$ cat config.mk
export PLATFORM = sky130hd
export DESIGN_NAME = small_set_store_core
export DESIGN_NICKNAME = d
export VERILOG_FILES = /design/src/sss_pkg.sv /design/src/small_set_store_core.sv
export SDC_FILE = /design/constraint.sdc
export NUM_CORES = 2
export LEC_CHECK = 0
export ABC_AREA = 0
export BUFFER_PORTS_ARGS = -buffer_cell sky130_fd_sc_hd__buf_2
export CAP_MARGIN = 20
export CORE_AREA = 2 2 465 467
export DETAILED_ROUTE_END_ITERATION = 16
export DIE_AREA = 0 0 467 469
export PLACE_DENSITY = 0.59
export SYNTH_ARGS = -nofsm -noshare
export SYNTH_HDL_FRONTEND = slang
export SYNTH_SLANG_ARGS = --single-unit
$ cat constraint.sdc
create_clock -name clk_i -period 6.1 [get_ports clk_i]
set_clock_uncertainty 0.1 [all_clocks]
set_input_delay 1.22 -clock clk_i [delete_from_list [all_inputs] [get_ports clk_i]]
set_output_delay 1.22 -clock clk_i [all_outputs]
set_load 0.03 [all_outputs]
$ cat src/sss_pkg.sv
package sss_pkg;

  localparam int unsigned CAPACITY = 64;
  localparam int unsigned ADDR_W   = (CAPACITY > 1) ? $clog2(CAPACITY) : 1;
  localparam int unsigned CNT_W    = $clog2(CAPACITY + 1);

  localparam logic [31:0] EMPTY_MARK = 32'hffff_ffff;

  typedef enum logic [1:0] {
    KIND_ADD    = 2'd0,
    KIND_REMOVE = 2'd1,
    KIND_TEST   = 2'd2,
    KIND_ERASE  = 2'd3
  } sss_kind_e;

  typedef struct packed {
    logic [1:0]  kind;
    logic [31:0] value;
  } sss_in_t;

  typedef struct packed {
    logic        was_present;
    logic        dropped;
    logic [6:0]  member_count;
    logic [31:0] first_member;
    logic        is_empty;
  } sss_out_t;

endpackage

$ cat src/small_set_store_core.sv
// Set of 32-bit labels kept as a packed list in insertion order in an entry
// memory with one read and one write port, read one entry a cycle. Every
// transaction passes through an accepting state and, after any scan or
// compaction, a done state that hands the result to the output register
// once it is free or taken; an erase goes from accepting straight to done.
// Add, test and remove scan the list from the oldest entry and stop at the
// first match or after the newest entry. A remove of a present label then
// compacts the list, one entry moved down per cycle, each later entry moving
// down one place. The input stalls while a transaction is in progress, and a
// new transaction may start while the previous result still waits to be
// taken. An add of a new label to a full set leaves the set unchanged and
// flags it.
module small_set_store_core (
  input  logic             clk_i,
  input  logic             rst_ni,
  input  logic             in_valid_i,
  output logic             in_stall_o,
  input  sss_pkg::sss_in_t in_data_i,
  output logic             out_valid_o,
  input  logic             out_stall_i,
  output sss_pkg::sss_out_t out_data_o
);
  import sss_pkg::*;

  typedef enum logic [3:0] {
    ST_IDLE  = 4'b0001,
    ST_SCAN  = 4'b0010,
    ST_SHIFT = 4'b0100,
    ST_DONE  = 4'b1000
  } state_e;

  state_e state_q, state_d;

  logic [31:0] mem [CAPACITY];
  logic [31:0] rd_data_q;
  logic              rd_en;
  logic [ADDR_W-1:0] rd_addr;
  logic              wr_en;
  logic [ADDR_W-1:0] wr_addr;
  logic [31:0]       wr_data;

  logic [CNT_W-1:0]  count_q, count_d;
  logic [CNT_W-1:0]  idx_q, idx_d;
  logic              pend_q, pend_d;
  logic              out_valid_q, out_valid_d;
  logic [ADDR_W-1:0] pidx_q, pidx_d;
  logic [31:0]       first_q, first_d;
  logic [31:0]       val_q, val_d;
  logic [1:0]        kind_q, kind_d;
  logic              hit_q, hit_d;
  logic              drop_q, drop_d;
  sss_out_t          out_q, out_d;

  always_comb begin
    state_d     = state_q;
    count_d     = count_q;
    idx_d       = idx_q;
    pend_d      = 1'b0;
    pidx_d      = idx_q[ADDR_W-1:0];
    first_d     = first_q;
    val_d       = val_q;
    kind_d      = kind_q;
    hit_d       = hit_q;
    drop_d      = drop_q;
    out_valid_d = out_valid_q && out_stall_i;
    out_d       = out_q;
    rd_en       = 1'b0;
    rd_addr     = idx_q[ADDR_W-1:0];
    wr_en       = 1'b0;
    wr_addr     = '0;
    wr_data     = rd_data_q;

    case (state_q)
      ST_IDLE: begin
        if (in_valid_i) begin
          kind_d = in_data_i.kind;
          val_d  = in_data_i.value;
          hit_d  = 1'b0;
          drop_d = 1'b0;
          idx_d  = '0;
          if (in_data_i.kind == KIND_ERASE) begin
            count_d = '0;
            state_d = ST_DONE;
          end else begin
            state_d = ST_SCAN;
          end
        end
      end
      ST_SCAN: begin
        if (pend_q && (rd_data_q == val_q)) begin
          hit_d = 1'b1;
          if (kind_q == KIND_REMOVE) begin
            idx_d   = CNT_W'(pidx_q) + CNT_W'(1);
            state_d = ST_SHIFT;
          end else begin
            state_d = ST_DONE;
          end
        end else if (idx_q < count_q) begin
          rd_en  = 1'b1;
          pend_d = 1'b1;
          idx_d  = idx_q + CNT_W'(1);
        end else if (!pend_q) begin
          // miss: append on add unless full
          if (kind_q == KIND_ADD) begin
            if (count_q >= CNT_W'(CAPACITY)) begin
              drop_d = 1'b1;
            end else begin
              wr_en   = 1'b1;
              wr_addr = count_q[ADDR_W-1:0];
              wr_data = val_q;
              count_d = count_q + CNT_W'(1);
              if (count_q == '0) begin
                first_d = val_q;
              end
            end
          end
          state_d = ST_DONE;
        end
      end
      ST_SHIFT: begin
        // move the entry read last cycle down one place
        if (pend_q) begin
          wr_en   = 1'b1;
          wr_addr = pidx_q - ADDR_W'(1);
          wr_data = rd_data_q;
          if (pidx_q == ADDR_W'(1)) begin
            first_d = rd_data_q;
          end
        end
        if (idx_q < count_q) begin
          rd_en  = 1'b1;
          pend_d = 1'b1;
          idx_d  = idx_q + CNT_W'(1);
        end else if (!pend_q) begin
          count_d = count_q - CNT_W'(1);
          state_d = ST_DONE;
        end
      end
      ST_DONE: begin
        if (!out_valid_q || !out_stall_i) begin
          out_valid_d        = 1'b1;
          out_d.was_present  = hit_q;
          out_d.dropped      = drop_q;
          out_d.member_count = 7'(count_q);
          out_d.first_member = (count_q == '0) ? EMPTY_MARK : first_q;
          out_d.is_empty     = (count_q == '0);
          state_d            = ST_IDLE;
        end
      end
      default: begin
        state_d = ST_IDLE;
      end
    endcase
  end

  always_ff @(posedge clk_i or negedge rst_ni) begin
    if (!rst_ni) begin
      state_q     <= ST_IDLE;
      count_q     <= '0;
      idx_q       <= '0;
      pend_q      <= 1'b0;
      out_valid_q <= 1'b0;
    end else begin
      state_q     <= state_d;
      count_q     <= count_d;
      idx_q       <= idx_d;
      pend_q      <= pend_d;
      out_valid_q <= out_valid_d;
    end
  end

  always_ff @(posedge clk_i) begin
    pidx_q  <= pidx_d;
    first_q <= first_d;
    val_q   <= val_d;
    kind_q  <= kind_d;
    hit_q   <= hit_d;
    drop_q  <= drop_d;
    out_q   <= out_d;
  end

  always_ff @(posedge clk_i) begin
    if (wr_en) begin
      mem[wr_addr] <= wr_data;
    end
    if (rd_en) begin
      rd_data_q <= mem[rd_addr];
    end
  end

  assign in_stall_o  = (state_q != ST_IDLE);
  assign out_valid_o = out_valid_q;
  assign out_data_o  = out_q;

endmodule

Word level (Yosys, flattened, before mapping):

Memories as Yosys holds them, arrays and structs flattened. A register that Yosys moved wholly into a read port is not among the register bits.
Cells that the tools add are included.
Widths: inputs -> output; s select.

* register bits after elaboration: 136
* memories kept: 1
* bits in writable memories: 2048
* logic and storage cells: 135

Memory list
* mem: depth 64, bits a word 32, read ports 1, clocked after Yosys merged registers in 1, write ports 1, line small_set_store_core.sv:34 `logic [31:0] mem [CAPACITY];`

* $add $sub $neg: 5
* mux-type cells: 68
* equal/unequal tests: 25
* reductions and logical operators: 18
* magnitude comparators: 2

Operators by type and width (count)
* $mux 32: 14
* $mux 7: 13
* $pmux 32 s2: 1
* $pmux 7 s3: 2
* $mux 6: 6
* $eq 32x32->1: 1
* $ne 2x2->1 const B: 15
* $mux 4: 7
* $mux 1: 19
* $pmux 4 s4: 1
* $add 7x1->7 const B: 2
* $pmux 6 s2: 1
* $reduce_and 10->1: 1
* $reduce_and 9->1: 1
* $pmux 1 s2: 4
* $add 6x1->7 const B: 1
* $ge 7x7->1 const B: 1
* $logic_not 7->1: 1
* $lt 7x7->1: 1
* $reduce_and 7->1: 1
* $sub 7x1->7 const B: 1
* $eq 6x1->1 const B: 1
* $reduce_and 2->1: 3
* $reduce_and 3->1: 2
* 15 further kinds: 18

Depth between registers and ports, before layout:

* depth in word-level cells: 9
* depth in mapped cells: 12
* gate-level depth less buffers: 10

Worst setup path before layout:

OpenSTA, ideal clock, no wires.

* path type: reg2reg
* start point: reg count_q[4]
* end point: mem mem[0][21], data pin
* path slack: 0.717 ns
* clock period less this slack: 5.383 ns
* arrival time: 4.581 ns
* path buffers: 3
* cell stages (with the launch flop): 11
* library setup time: 0.702 ns
* cells stage by stage: dfrtp_1 inv_1 ha_1 a211o_1 o211ai_1 o311ai_1 and3_1 buf_4 buf_2 buf_1 o21ai_0

* cells in the longest elaborated chain, start to end: 7

RTL lines
* from (decl): line small_set_store_core.sv:42 `logic [CNT_W-1:0] count_q, count_d;`
* from (signal assigned): line small_set_store_core.sv:165 `count_q <= count_d;`
* $ge 7x7->1: line small_set_store_core.sv:105 `if (count_q >= CNT_W'(CAPACITY)) begin`
* $mux 32: line small_set_store_core.sv:105
* $mux 32: line small_set_store_core.sv:104 `if (kind_q == KIND_ADD) begin`
* $mux 32: line small_set_store_core.sv:102 `end else if (!pend_q) begin`
* $mux 32 (*): line small_set_store_core.sv:98 `end else if (idx_q < count_q) begin`
* $mux 32 (*): line small_set_store_core.sv:90 `if (pend_q && (rd_data_q == val_q)) begin`
* $mux 32 (*)
* named net wr_data[21]: line small_set_store_core.sv:40 `logic [31:0] wr_data;`
* to (decl): line small_set_store_core.sv:34

The timed path passes the listed nets; every way through them passes the cells marked *.

Worst setup path after layout:

* start point: reg idx_q[1]
* end point: mem mem[55][2], enable pin

* cells in the longest elaborated chain, start to end: 6

RTL lines
* from (decl): line small_set_store_core.sv:43 `logic [CNT_W-1:0] idx_q, idx_d;`
* from (signal assigned): line small_set_store_core.sv:166 `idx_q <= idx_d;`
* $lt 7x7->1 (*): line small_set_store_core.sv:98
* $mux 1: line small_set_store_core.sv:98
* $mux 1: line small_set_store_core.sv:90
* $pmux 1 s2: line small_set_store_core.sv:73 `case (state_q)`
* $mux 1: line small_set_store_core.sv:183 `if (wr_en) begin`
* $mux 1 (not written as such): line small_set_store_core.sv:184 `mem[wr_addr] <= wr_data;`

Every way passes the cells marked *; elsewhere a longest branch is shown, timed or not.

==> results_dict.tcl <==
set metrics [dict create \
    fmax_mhz 183 \
    via_per_inst 5.67 \
    synth_top_flop_cell "edfxtp_1" \
    htree_levels 4 \
    hold_viol_final 0 \
    worst_pin_slew_ns 1.14 \
    fp.coreArea_um2 214000 \
    dp_hpwl_um 121000 \
    cp_max_fo 36 \
    yosysWarnings 0 \
    fin_nets 3939 \
    synth.top_cell.area_share 0.772 \
    clock_path_buffers 3 \
    cts-resized-gates 0 \
    fill_cells 17500 \
    path_clk_slew_ns 0.06 \
    cts_buffers 214 \
    synthAdderAreaFrac 0.00244 \
    async_flop_share 0.00903 \
    initial_utilization 0.399 \
    die_h_um 469 \
    cp_data_arrival_time_ns 5.87 \
    wl_per_cell_um 30.2 \
    place_inst 6504 \
    startpoint_type "flip-flop" \
    avgSynthCellArea_um2 23.5 \
    fin_cells 6908 \
    r2r_end "mem[55][2]" \
    synth.distinct_cells 64 \
    synth_xor_area_frac 0.00390 \
    cts_sinks 2216 \
    synthSimpleGateAreaFrac 0.0202 \
    finalMaxSlewViolations 0 \
    place_congestion 0.845 \
    worstHoldPathType "in -> async" \
    ys_ff_latch 2216 \
    powerDensity_nw_per_um2 367 \
    yosysTopAreaCell "edfxtp_1" \
    min_period_ns 5.47 \
    io_pins 82 \
    rows 170 \
    wl_um 208000 \
    syn_to_final_growth_pct 14.3 \
    synth_edf_count 2190 \
    syn_area_um2 85200 \
    vias 39100 \
    multi_input_area_um2 18600 \
    min_period_over_period 0.897 \
    grt_usage 0.191 \
    grt_remaining_overflow 0 \
    drt_drc_violations_left 0 \
    drt_iter0_drc 4605 \
    slew_headroom 0.234 \
    detail-route-antenna-nets 0 \
    p_total_uw 35800 \
    fin_ws_ns 0.629 \
    grt_first_pass_wirelength_um 299000 \
    layout_common_cells "edfxtp_1 (2190), mux4_2 (672), clkbuf_16 (216), nand2_1 (193), buf_4 (98)" \
    path_class "reg -> reg" \
    firstDrtPassIters 7 \
    yosys-mux-area-fraction 0.178 \
    die_area_um2 219000 \
    synth_area_leaders "edfxtp_1 (77%), mux4_2 (18%), nand2_1 (0.92%), dfrtp_1 (0.56%), clkbuf_1 (0.46%)" \
    clk_latency_ns 0.85 \
    p_leak_uw 0.0293 \
    first_global_vias 39600 \
    setup_violations 0 \
    synth_top_family_by_area "multiplexers" \
    required_ns 6.50 \
    seq_area_frac_synth 0.779 \
    layout.area.seq_um2 66400 \
    tritoncts "built" \
    portBuffers 81 \
    vdd_drop_max_mv 0.272 \
    fin_tns_setup_ns 0 \
    maxCapViolations 0 \
    cp-end-kind "flip-flop" \
    reg2reg_slack_ns 0.63 \
    synthCells 3620 \
    syn_nets 3674 \
    cts_root_buffer "clkbuf_16" \
    rr_startpoint "idx_q[1]" \
    drive_gt1_frac 0.319 \
    die_x_um 467 \
    antenna_found_initial 18 \
    post-route-util 0.456 \
    status "finished clean" \
    final_common_cell "edfxtp_1" \
    synth-compound-area-share 0.00725 \
    dp_slack_ns 0.767 \
    postCtsSetupBuffers 0 \
    r2r.worst_path.cells 9 \
    grt_max_degree 132 \
    cts_hold_buf 0 \
    rsz0062_at_grt "no" \
]
-- cells in the mapped netlist, types with 3 or more instances --
| cell type | count |
|---|---|
| ha_1 | 15 |
| a22o_1 | 4 |
| xor2_1 | 7 |
| o22ai_1 | 5 |
| edfxtp_1 | 2190 |
| o21bai_1 | 3 |
| or3_1 | 4 |
| nand4_1 | 9 |
| nor2_1 | 77 |
| buf_1 | 26 |
| dfxtp_1 | 6 |
| a211o_1 | 3 |
| nor2b_1 | 5 |
| a21oi_1 | 19 |
| o32ai_1 | 3 |
| xnor2_1 | 31 |
| nand2_1 | 209 |
| o211ai_1 | 5 |
| nand3_1 | 5 |
| clkbuf_1 | 104 |
| a21o_1 | 3 |
| buf_2 | 46 |
| nor3_1 | 12 |
| o21ai_0 | 20 |
| dfrtp_1 | 19 |
| nand2b_1 | 41 |
| inv_1 | 22 |
| nor4_1 | 5 |
| mux4_2 | 672 |
| nor2_2 | 8 |
-- metrics by stage --
stage / instance area, um2 / hold WS (ns)
floorplan: 85200 / 0.269
global placement: 90400 / 0.304
detailed placement: 90700 / 0.308
CTS: 97400 / 0.191
global route: 97500 / 0.231
finish: 97500 / 0.253
-- worst max-delay path by stage --
stage	startpoint	endpoint	slack, ns	depth (start not counted)
after floorplan	count_q[4]	mem[0][21]	0.72	10
after global routing	idx_q[1]	mem[55][3]	0.44	9
after detailed placement	idx_q[1]	mem[55][2]	0.77	9
after global placement	idx_q[1]	mem[55][2]	0.82	9
final	idx_q[1]	mem[55][2]	0.63	9
after CTS	idx_q[1]	mem[55][2]	0.75	9
-- power breakdown --
group / leakage, uW / internal, uW / switching, uW
registers: 0.0200 / 17300 / 208
logic: 0.00607 / 2550 / 2970
clock network: 0.00326 / 7060 / 5650
total: 0.0293 / 26900 / 8830
-- layout make-up --
| cell class | count | share of cell area |
|---|---|---|
| flip-flops and latches | 2216 | 0.681 |
| multi-input cells | 1204 | 0.191 |
| clock buffers | 259 | 0.0571 |
| well taps | 2838 | 0.0364 |
| repair buffers | 227 | 0.0216 |
| clock inverters | 141 | 0.0118 |
| inverters | 22 | 0.000847 |
| diodes | 1 | 0.0000257 |
-- flip-flops by register name, summed over array words and instances, names as in the netlist --
| signal | cells |
|---|---|
| rd_data_q | 32 |
| idx_q | 7 |
| drop_q | 1 |
| out_valid_o | 1 |
| pend_q | 1 |
| kind_q | 2 |
| mem | 2048 |
| hit_q | 1 |
| out_data_o | 42 |
| val_q | 32 |
| pidx_q | 6 |
| count_q | 7 |
| first_q | 32 |
| state_q | 4 |
-- worst max-delay path, cell delays in order, from the launching register on --
cell and delay [ns]:
dfrtp_4 0.70, ha_1 0.38, a211oi_1 0.08, o311ai_1 0.78, nand3_2 0.28, buf_4 0.33, o22ai_1 0.69, nand2_1 0.79
nor2_4 0.68, buf_12 0.27
-- logic make-up (layout without fill, tap and decap cells) --
| kind of cell | after synthesis | in the layout |
|---|---|---|
| other | 0 | 1 |
| adder cells (fa/ha/maj) | 16 | 16 |
| flip-flops | 2216 | 2216 |
| AND/OR/NAND/NOR | 387 | 387 |
| multiplexers | 674 | 674 |
| buffers and inverters | 200 | 649 |
| XOR/XNOR | 38 | 38 |
| AO/OA/AOI/OAI | 89 | 89 |
-- routing by layer --
layer | global-route usage | wire length, um
met2 | 0.306 | 101000
met3 | 0.0347 | 15000
met4 | 0.0451 | 3850
met1 | 0.274 | 88600
met5 | 0 | 13
No activity file was read; power rests on OpenSTA's default activity.
